**src/hw/rtl/assert_macros.svh**
```systemverilog
// Assertion macros shared by the RTL modules.
// Each macro expects signals named clock and reset in the including module.
`ifndef ASSERT_MACROS_SVH
`define ASSERT_MACROS_SVH

// Property that must hold on every clock edge outside reset.
`define ASSERT_ALWAYS(label, prop, msg) \
   label: assert property (@(posedge clock) disable iff (reset) (prop)) \
      else $error(msg);

// Same-cycle implication.
`define ASSERT_IMPLY(label, ante, cons, msg) \
   label: assert property (@(posedge clock) disable iff (reset) (ante) |-> (cons)) \
      else $error(msg);

// Next-cycle implication.
`define ASSERT_NEXT(label, ante, cons, msg) \
   label: assert property (@(posedge clock) disable iff (reset) (ante) |=> (cons)) \
      else $error(msg);

`endif

```
**src/hw/rtl/crcpcs_pkg.sv**
```systemverilog
// Types, codes and the CRC-16 byte update for the CRC packet checker/splitter.
// No dependencies.
package crcpcs_pkg;

   localparam logic [15:0] CRC_INIT = 16'hFFFF;
   localparam logic [15:0] CRC_POLY = 16'h1021;

   localparam logic [2:0] ROLE_HEADER = 3'd0;
   localparam logic [2:0] ROLE_TOPLEN = 3'd1;
   localparam logic [2:0] ROLE_TOPIC  = 3'd2;
   localparam logic [2:0] ROLE_DATA   = 3'd3;
   localparam logic [2:0] ROLE_STATUS = 3'd4;

   localparam logic [2:0] ST_OK       = 3'd0;
   localparam logic [2:0] ST_SHORT    = 3'd1;
   localparam logic [2:0] ST_CRC      = 3'd2;
   localparam logic [2:0] ST_TOPIC    = 3'd3;
   localparam logic [2:0] ST_OVERSIZE = 3'd4;

   localparam logic CSR_START_OFFSET = 1'b0;
   localparam logic CSR_MIN_LENGTH   = 1'b1;

   localparam logic [7:0] START_OFFSET_RESET = 8'd0;
   localparam logic [7:0] MIN_LENGTH_RESET   = 8'd3;

   // Two trailing CRC bytes per packet.
   localparam int CRC_BYTES = 2;

   typedef struct packed {
      logic [7:0] start_offset;
      logic [7:0] min_length;
   } cfg_type;

   typedef struct packed {
      logic [7:0] out_byte;
      logic [2:0] role;
      logic [2:0] status;
      logic       end_of_run;
   } item_type;

   typedef struct packed {
      logic     byte_valid;
      logic     status_valid;
      item_type byte_item;
      item_type status_item;
   } core_out_type;

   // CRC-16/CCITT-FALSE update by one byte, MSB first.
   function automatic logic [15:0] crc_byte(input logic [15:0] crc, input logic [7:0] b);
      logic [15:0] c;
      c = crc ^ {b, 8'h00};
      for (int i = 0; i < 8; i++) begin
         if (c[15]) begin
            c = {c[14:0], 1'b0} ^ CRC_POLY;
         end else begin
            c = {c[14:0], 1'b0};
         end
      end
      return c;
   endfunction

endpackage

```
**src/hw/rtl/crcpcs_core.sv**
```systemverilog
// Per-byte packet state: CRC, position, two-byte hold-back, role tagging, status.
// Depends on crcpcs_pkg and assert_macros.svh.
`include "assert_macros.svh"

module crcpcs_core #(
   parameter int MAX_PACKET_BYTES = 4096
) (
   input  logic                     clock,
   input  logic                     reset,
   input  crcpcs_pkg::cfg_type      cfg,
   input  logic                     fire,
   input  logic [7:0]               data_byte,
   input  logic                     final_byte,
   output crcpcs_pkg::core_out_type core_out
);
   import crcpcs_pkg::*;

   localparam int POS_W = $clog2(MAX_PACKET_BYTES + 1);
   localparam int CMP_W = (POS_W + 1 > 10) ? POS_W + 1 : 10;
   localparam logic [POS_W-1:0] POS_MAX = POS_W'(MAX_PACKET_BYTES);

   logic [15:0]      crc_ff, crc_in;
   logic [POS_W-1:0] pos_ff, pos_in;
   logic [7:0]       dly0_ff, dly0_in, dly1_ff, dly1_in;
   logic [7:0]       tlen_ff, tlen_in;
   logic             over_ff, over_in;

   logic             at_max, byte_rel;
   logic [CMP_W-1:0] q, so, n, topic_end, topic_end_new;
   logic [2:0]       role, st;
   logic [7:0]       tlen_new;
   logic [15:0]      crc_new, sent;
   logic             over_new;

   always_comb begin
      at_max   = pos_ff >= POS_MAX;
      byte_rel = pos_ff >= POS_W'(CRC_BYTES);
      q        = CMP_W'(pos_ff) - CMP_W'(CRC_BYTES);
      so       = CMP_W'(cfg.start_offset);
      topic_end = so + CMP_W'(tlen_ff);
      over_new = over_ff | at_max;

      // Released byte classification; a packet past its size limit is all data.
      if (over_ff) begin
         role = ROLE_DATA;
      end else if (q < so) begin
         role = ROLE_HEADER;
      end else if (q == so) begin
         role = ROLE_TOPLEN;
      end else if (q <= topic_end) begin
         role = ROLE_TOPIC;
      end else begin
         role = ROLE_DATA;
      end

      tlen_new = (byte_rel && role == ROLE_TOPLEN) ? dly0_ff : tlen_ff;
      crc_new  = byte_rel ? crc_byte(crc_ff, dly0_ff) : crc_ff;
      sent     = {dly1_ff, data_byte};
      n        = CMP_W'(pos_ff) + CMP_W'(1);
      topic_end_new = so + CMP_W'(1) + CMP_W'(tlen_new);

      if (!over_new && (n < CMP_W'(cfg.min_length) || n < CMP_W'(CRC_BYTES))) begin
         st = ST_SHORT;
      end else if (sent != crc_new) begin
         st = ST_CRC;
      end else if (so + CMP_W'(CRC_BYTES) >= n ||
                   topic_end_new > n - CMP_W'(CRC_BYTES)) begin
         st = ST_TOPIC;
      end else if (over_new) begin
         st = ST_OVERSIZE;
      end else begin
         st = ST_OK;
      end

      core_out.byte_valid             = byte_rel;
      core_out.byte_item.out_byte     = dly0_ff;
      core_out.byte_item.role         = role;
      core_out.byte_item.status       = ST_OK;
      core_out.byte_item.end_of_run   = 1'b0;
      core_out.status_valid           = final_byte;
      core_out.status_item.out_byte   = 8'h00;
      core_out.status_item.role       = ROLE_STATUS;
      core_out.status_item.status     = st;
      core_out.status_item.end_of_run = 1'b1;

      crc_in  = crc_ff;
      pos_in  = pos_ff;
      dly0_in = dly0_ff;
      dly1_in = dly1_ff;
      tlen_in = tlen_ff;
      over_in = over_ff;
      if (fire) begin
         dly0_in = dly1_ff;
         dly1_in = data_byte;
         if (final_byte) begin
            crc_in  = CRC_INIT;
            pos_in  = '0;
            tlen_in = 8'h00;
            over_in = 1'b0;
         end else begin
            crc_in  = crc_new;
            pos_in  = at_max ? pos_ff : pos_ff + POS_W'(1);
            tlen_in = tlen_new;
            over_in = over_new;
         end
      end
   end

   always_ff @(posedge clock) begin
      if (reset) begin
         crc_ff  <= CRC_INIT;
         pos_ff  <= '0;
         tlen_ff <= 8'h00;
         over_ff <= 1'b0;
      end else begin
         crc_ff  <= crc_in;
         pos_ff  <= pos_in;
         tlen_ff <= tlen_in;
         over_ff <= over_in;
      end
   end

   // Hold-back bytes are only read once two bytes of the packet have arrived.
   always_ff @(posedge clock) begin
      dly0_ff <= dly0_in;
      dly1_ff <= dly1_in;
   end

   `ASSERT_ALWAYS(a_pos_bound, pos_ff <= POS_MAX, "byte position past its limit")
   `ASSERT_IMPLY(a_over_sat, over_ff, pos_ff == POS_MAX, "oversize flag without saturation")

endmodule

```
**src/hw/rtl/crc_packet_checker_splitter.sv**
```systemverilog
// Top level of the CRC packet checker/splitter: config registers and result queue.
// Depends on crcpcs_pkg, crcpcs_core and assert_macros.svh.
//
// Usage:
//   req_*  : one packet byte per request, req_tlast on the last byte of a packet.
//   rsp_*  : released bytes tagged with their role, then one status item
//            (rsp_tlast high) per packet. The two trailing CRC bytes are dropped.
//   csr_*  : register writes (0 start_offset, 1 min_length), only while idle.
// Latency: results of a request are written into a 4-entry queue at the edge
//   that accepts it and can be taken from the next cycle on. A byte comes out
//   with the request two bytes later in the same packet.
// Throughput: one request per cycle while req_tready is high. A request makes at
//   most two results; req_tready is high while the queue has room for two, and a
//   final byte's second result is absorbed by the following idle-result bytes.
// Reset: clears packet state, queue and registers (start_offset 0,
//   min_length 3). When the receiver stalls, the queue fills and req_tready
//   drops; nothing is lost.
`include "assert_macros.svh"

module crc_packet_checker_splitter #(
   parameter int MAX_PACKET_BYTES = 4096
) (
   input  logic        clock,
   input  logic        reset,
   // request channel
   input  logic        req_tvalid,
   output logic        req_tready,
   input  logic [7:0]  req_tdata,   // [7:0] data_byte
   input  logic        req_tlast,   // final_byte
   // result channel
   output logic        rsp_tvalid,
   input  logic        rsp_tready,
   output logic [15:0] rsp_tdata,   // [7:0] out_byte, [10:8] status, rest zero
   output logic [2:0]  rsp_tuser,   // [2:0] role
   output logic        rsp_tlast,   // end_of_run
   // register writes
   input  logic        csr_we,
   input  logic        csr_index,
   input  logic [7:0]  csr_wdata
);
   import crcpcs_pkg::*;

   localparam int DEPTH = 4;
   localparam int PTR_W = $clog2(DEPTH);
   localparam int CNT_W = $clog2(DEPTH + 1);

   cfg_type            cfg_ff, cfg_in;
   core_out_type       core_out;
   item_type           q_ff [DEPTH];
   item_type           first_item, head_item;
   logic [PTR_W-1:0]   head_ff, head_in, tail_ff, tail_in, tail_next;
   logic [CNT_W-1:0]   count_ff, count_in, n_push;
   logic               fire, pop, wr0, wr1;

   assign fire      = req_tvalid && req_tready;
   assign req_tready = count_ff <= CNT_W'(DEPTH - 2);
   assign rsp_tvalid = count_ff != '0;
   assign pop       = rsp_tvalid && rsp_tready;

   crcpcs_core #(
      .MAX_PACKET_BYTES(MAX_PACKET_BYTES)
   ) u_core (
      .clock      (clock),
      .reset      (reset),
      .cfg        (cfg_ff),
      .fire       (fire),
      .data_byte  (req_tdata),
      .final_byte (req_tlast),
      .core_out   (core_out)
   );

   always_comb begin
      cfg_in = cfg_ff;
      if (csr_we) begin
         case (csr_index)
            CSR_START_OFFSET: cfg_in.start_offset = csr_wdata;
            CSR_MIN_LENGTH:   cfg_in.min_length   = csr_wdata;
            default:          cfg_in = cfg_ff;
         endcase
      end
   end

   always_comb begin
      wr0        = fire && (core_out.byte_valid || core_out.status_valid);
      wr1        = fire && core_out.byte_valid && core_out.status_valid;
      first_item = core_out.byte_valid ? core_out.byte_item : core_out.status_item;
      tail_next  = tail_ff + PTR_W'(1);
      n_push     = CNT_W'(wr0) + CNT_W'(wr1);
      tail_in    = tail_ff + PTR_W'(n_push);
      head_in    = pop ? head_ff + PTR_W'(1) : head_ff;
      count_in   = count_ff + n_push - CNT_W'(pop);
      head_item  = q_ff[head_ff];
   end

   always_ff @(posedge clock) begin
      if (reset) begin
         cfg_ff.start_offset <= START_OFFSET_RESET;
         cfg_ff.min_length   <= MIN_LENGTH_RESET;
         head_ff  <= '0;
         tail_ff  <= '0;
         count_ff <= '0;
      end else begin
         cfg_ff   <= cfg_in;
         head_ff  <= head_in;
         tail_ff  <= tail_in;
         count_ff <= count_in;
      end
   end

   always_ff @(posedge clock) begin
      if (wr0) begin
         q_ff[tail_ff] <= first_item;
      end
      if (wr1) begin
         q_ff[tail_next] <= core_out.status_item;
      end
   end

   assign rsp_tdata = {5'b0, head_item.status, head_item.out_byte};
   assign rsp_tuser = head_item.role;
   assign rsp_tlast = head_item.end_of_run;

   `ASSERT_ALWAYS(a_count_bound, count_ff <= CNT_W'(DEPTH), "result queue overflow")
   `ASSERT_IMPLY(a_status_tag, rsp_tvalid && rsp_tlast, rsp_tuser == ROLE_STATUS,
                 "end of run on a non-status item")
   `ASSERT_NEXT(a_final_out, fire && req_tlast, rsp_tvalid,
                "final byte accepted without a pending status item")

endmodule
```
**config.mk**
```make
export PLATFORM = sky130hd
export DESIGN_NAME = crc_packet_checker_splitter
export DESIGN_NICKNAME = d
export VERILOG_FILES = /design/src/hw/rtl/crcpcs_pkg.sv /design/src/hw/rtl/crcpcs_core.sv /design/src/hw/rtl/crc_packet_checker_splitter.sv
export VERILOG_INCLUDE_DIRS = /design/src /design/src/hw/rtl
export SDC_FILE = /design/constraint.sdc
export NUM_CORES = 1
export LEC_CHECK = 0
export BUFFER_PORTS_ARGS = -buffer_cell sky130_fd_sc_hd__buf_2
export CORE_MARGIN = 2
export CORE_UTILIZATION = 50
export CTS_CLUSTER_SIZE = 10
export DETAILED_ROUTE_END_ITERATION = 8
export HOLD_SLACK_MARGIN = 0.05
export PLACE_DENSITY = 0.67
export SYNTH_ARGS = -nofsm -noshare
export SYNTH_HDL_FRONTEND = slang
export SYNTH_SLANG_ARGS = --single-unit
```
**constraint.sdc**
```tcl
create_clock -name clock -period 7.14 [get_ports clock]
set_input_delay 0.714 -clock clock [delete_from_list [all_inputs] [get_ports clock]]
set_output_delay 0.714 -clock clock [all_outputs]
set_load 0.01 [all_outputs]
```
Word-level counts from Yosys, hierarchy flattened --
Memory sizes are Yosys's and may differ from the RTL's. A register that Yosys moved wholly into a read port is not among the register bits. Cells that the tools add are included. Widths: inputs -> output; s select.
Word-level totals: word-level logic and storage cells 95, memories kept 1, input port bits 23, bits in writable memories 60, bits in latches 0, register bits after elaboration 77, ROM bits 0, output and inout port bits 22
Memories:
- q_ff | depth 4, bits a word 15, rd ports 1, clocked after Yosys merged registers in 1, write ports 2, RTL line crc_packet_checker_splitter.sv:49 | item_type q_ff [DEPTH];
Operators by class: eq/ne operators 4, reductions and logical operators 15, shift-type cells 0, $lt $le $gt $ge 9, bitwise operators 11, $mul 0, muxes and demuxes 30, divide/modulo/power cells 0, $add $sub $neg 14
Operators with widths (number):
- $mux 13 | 10
- $mux 16 | 2
- $lt 14x8->1 | 2
- $not 3->3 | 8
- $mux 3 | 7
- $mux 8 | 2
- $ne 16x16->1 | 1
- $xor 16x16->16 | 1
- $mux 15 | 1
- $add 13x1->14 const B | 1
- $add 14x8->14 | 1
- $eq 14x8->1 | 1
- $ge 14x14->1 | 1
- $gt 14x14->1 | 1
- $le 14x14->1 | 1
- $lt 14x2->1 const B | 1
- $sub 13x2->14 const B | 1
- $sub 14x2->14 const B | 1
- $add 13x1->13 const B | 1
- $ge 13x13->1 const B | 1
- $ge 13x2->1 const B | 1
- $add 8x1->9 const B | 1
- $add 8x2->9 const B | 1
- $add 8x8->9 | 1
- 17 further kinds | 34

Longest topological paths before layout --
depth after elaboration 22, gate-level depth with buffers 33

Modules after synthesis --
Synthesis repeated with hierarchy kept, for this count alone.
Unflattened totals: cells, all modules 945, area total of the unflattened synthesis 9411.5 um^2
By module, submodules not included:
- crcpcs_core | cells each 640, area each 5302.6 um^2, times used 1
- crc_packet_checker_splitter | cells each 305, area each 4108.9 um^2, times used 1

Worst setup path after synthesis --
Ideal clock, no wire load.
kind register to register, start reg u_core.pos_ff[2], end mem q_ff[3][2] (netlist name) (data pin), setup time 0.256 ns, slack 1.081 ns, required time 6.884 ns, clock period less this slack 6.059 ns, data arrival time 5.803 ns, stages on the path, launching flop included 33, cells stage by stage dfxtp_1 > buf_6 > inv_1 > ha_1 > nor3b_1 > xor2_1 > ha_1 > nand4_1 > o221ai_1 > a21o_1 > a211o_1 > and3_1 > buf_4 > buf_2 > o21ai_0 > ha_1 > a21o_1 > a21oi_1 > o21bai_1 > a21oi_1 > nor2b_1 > o21a_1 > nor2_1 > xnor2_1 > ha_1 > a21o_1 > a21o_1 > a21oi_1 > nand2_1 > o211ai_1 > a22oi_1 > and4b_4 > nor3b_2
RTL lines:
- start, declared | RTL line crcpcs_core.sv:23 | logic [POS_W-1:0] pos_ff, pos_in;
- start signal, assigned | RTL line crcpcs_core.sv:117 | pos_ff <= pos_in;
- end, declared | RTL line crc_packet_checker_splitter.sv:49

==> results by group <==
Min path
  • Class of the worst hold path: reg -> reg
  • Hold Startpoint: cfg_ff[7]
  • Worst Hold Path EP: cfg_ff[7]
  • Hold Crit Depth: 2

Synth
  • Mapped Cells: 966
  • Top-area cell type share of the netlist area: 23.9%
  • Synth area leader: dfxtp_1
  • Warnings, synthesis: 0
  • Top FF cell, synth: dfxtp_1
  • Post-synthesis register bit count: 135
  • Seq/Total Area, Yosys: 33.3%
  • Post-synth ARST share: 0%
  • Post-Syn Area: 8950 um^2
  • Avg Inst Size Synth: 9.27 um^2
  • Top area cells in the synthesized netlist: dfxtp_1, ha_1, edfxtp_1
  • Synth cell types: 80
  • EDFF count, synth: 28

Floorplanning
  • Die area: 19000 um^2
  • I/O pin count: 45
  • Core area: 17400 um^2
  • Die width: 138 um
  • Initial Util: 51.4%
  • Row cnt: 48
  • Die height: 138 um

CTS
  • Setup bufs post-CTS: 0
  • Htree depth: 4
  • Clock Sinks: 135
  • TritonCTS Buffers: 17
  • Largest buffer count on any clock path: 2
  • CTS Root Cell: clkbuf_16
  • Worst skew pair latency: 0.43 ns
  • CTS tree: yes
  • Post-CTS Hold Fix Bufs: 0
  • Clock transition at path regs: 0.07 ns

Global routing
  • Vias in the first global route: 6829
  • Largest net degree at the start of global routing: 54
  • First-pass GRT wire length: 36.1 mm
  • All-Layer GR Usage: 25.0%
  • Initial antenna violation count: 0
  • GRT Residual Overflow: 0

Critical path
  • Crit path kind: reg -> reg
  • Setup crit end kind: flop
  • Slowest stage cell, crit path: fa_1
  • CP max stage delay: 0.41 ns
  • Critical path fanouts, max: 18
  • Reg2Reg Depth: 30
  • CP arrival: 6.86 ns
  • R2R Path Start: u_core.pos_ff[1]
  • Crit path required time: 7.42 ns
  • R2r endpoint: q_ff[2][2]
  • R2R setup slack: 0.56 ns
  • Critical Path Start Type: flop

Drt
  • Vias per cell: 5.92
  • Initial drt markers: 608
  • Via count: 7167
  • Wire per inst: 18.4 um
  • Post-DRT Antenna Nets: 0
  • Drt pass-1 iters: 5
  • Total Wirelength: 22.3 mm
  • DRC errors left: 0

Layout
  • Post-Layout Inst Area: 9810 um^2
  • Multi-input logic area: 5420 um^2
  • Fin cells: 1210
  • Fillcell total: 1531
  • Area Growth Syn to Fin: 9.57%
  • Final nets: 1069
  • Antenna Cells: 0
  • FF+latch area: 2980 um^2
  • Finished Core Util: 56.3%
  • Share of cells above drive strength 1: 13.2%

Power and ir drop
  • Clk network pwr share: 37.8%
  • Internal power: 0.00163 W
  • Pwr Total: 0.00244 W
  • Power Density: 248 nW/um^2
  • Pleak: 4.06 nW
  • Max VDD drop: 0.193 mV
  • Sequential power share: 38.6%
  • Logic pwr share: 23.6%
  • Sw frac: 33.0%
  • Switching pwr: 0.000804 W

Timing
  • Worst rel slew slack: 26.1%
  • Worst Skew: 0.0129 ns
  • Fmax: 152 MHz
  • Post-route clock period utilization: 92.1%
  • Final Hold Viols: 0
  • Setup TNS: 0 ns
  • Measured slew at the worst slew-check pin: 1.10 ns
  • Final setup viols: 0
  • Minimum clock period: 6.58 ns
  • RSZ-0062 raised after global routing: no
  • Final Max Tran Viols: 0

Job
  • # Max-Cap Violations: 0

Run status
  • Status: completed

Placement
  • Post-DP HPWL: 16.1 mm
  • # port buffers: 39
  • Placed Area: 9190 um^2
  • GPL Wtd Cong: 0.895
  • Placed cell count: 1178
## per-layer routing
metal / GRT usage [%] / wire [um] / part of all wire [%]
met2: 38.8 / 10000 / 45
met1: 35.4 / 10600 / 48
met5: 0 / 0 / 0
met4: 8.56 / 454 / 2.0
met3: 3.90 / 1200 / 5.4
## how the worst max path moves through the flow
| stage | end | startpoint | cells past startpoint |
|---|---|---|---|
| after floorplan | q_ff[3][2] | u_core.pos_ff[2] | 32 |
| after global placement | q_ff[0][2] | u_core.pos_ff[2] | 30 |
| after detailed placement | q_ff[2][2] | u_core.pos_ff[2] | 30 |
| after CTS | q_ff[2][2] | u_core.pos_ff[2] | 30 |
| after global routing | q_ff[0][1] | u_core.pos_ff[2] | 30 |
| final | q_ff[2][2] | u_core.pos_ff[1] | 30 |
## kinds of logic (layout without fill, tap and decap cells)
group           after synthesis  after routing  synth area share [%]
flops                       135            135                  33.3
xor+xnor                     95             95                  10.4
mux                          32             32                  5.65
other cells                   1              5                0.0419
fa+ha+maj                    75             75                  10.7
simple gates                287            287                  17.2
compound gates              210            210                  16.3
buf+inv                     131            146                  6.34
## final cells by class
| class | count | area share, % |
|---|---|---|
| Clock buffer | 18 | 4.59 |
| Clock inverter | 14 | 1.65 |
| Inverter | 66 | 2.53 |
| Multi-Input combinational cell | 704 | 55.3 |
| Sequential cell | 135 | 30.4 |
| Tap cell | 225 | 2.87 |
| Timing Repair Buffer | 48 | 2.68 |
## cells in the mapped netlist (12+ instances only)
| cell | n |
|---|---|
| a32o_1 | 32 |
| xnor2_1 | 55 |
| nand2_1 | 80 |
| edfxtp_1 | 28 |
| o211ai_1 | 18 |
| xor2_1 | 31 |
| nand4b_1 | 12 |
| a21oi_1 | 51 |
| nor2_1 | 54 |
| nand4_1 | 16 |
| inv_1 | 65 |
| mux4_2 | 14 |
| dfxtp_1 | 107 |
| clkbuf_1 | 36 |
| a21o_1 | 13 |
| buf_2 | 12 |
| nor3_1 | 28 |
| nand3_1 | 26 |
| o21ai_0 | 39 |
| ha_1 | 71 |
## stage by stage
step	hold slack [ns]	setup slack, ns
2_1_floorplan	0.417	1.08
3_5_place_dp	0.444	0.284
6_report	0.454	0.562
4_1_cts	0.458	0.222
3_3_place_gp	0.433	0.582
5_1_grt	0.479	0.00763
## timing repair
action	CTS	global route
setup endpoints to repair	0	12
gates resized for setup	0	2
hold endpoints to repair	0	0
## layout by cell type, fill, tap and decap left out, types with 32 or more instances in the layout
cell / count
inv_1: 65
ha_1: 71
xnor2_1: 55
a32o_1: 32
o21ai_0: 39
buf_2: 39
dfxtp_1: 107
nor2_1: 54
a21oi_1: 51
nand2_1: 80
## state kept, by name, summed over array words and instances (netlist names), 3 cells and up, named ones only
name / count
q_ff: 56
cfg_ff: 16
u_core.crc_ff: 16
u_core.pos_ff: 13
u_core.dly0_ff: 8
u_core.dly1_ff: 8
u_core.tlen_ff: 8
count_ff: 3
## worst max-delay path: cells and delay by family (launching register included)
family          cells  cell delay, ns
compound gates     11            1.98
simple gates       10            1.83
fa+ha+maj           5            1.42
flops               1            0.39
xor+xnor            2            0.36
mux                 1            0.32
buf+inv             1            0.14
## power groups by stage
stage | Sequential, W | Combinational (W) | Clock [W]
2_1_floorplan | 0.000900 | 0.000470 | 0
3_3_place_gp | 0.000956 | 0.000564 | 0
3_5_place_dp | 0.000959 | 0.000569 | 0
4_1_cts | 0.000942 | 0.000575 | 0.000929
5_1_grt | 0.000951 | 0.000640 | 0.000962
6_report | 0.000940 | 0.000576 | 0.000921
(Power assumes the default switching activity.)
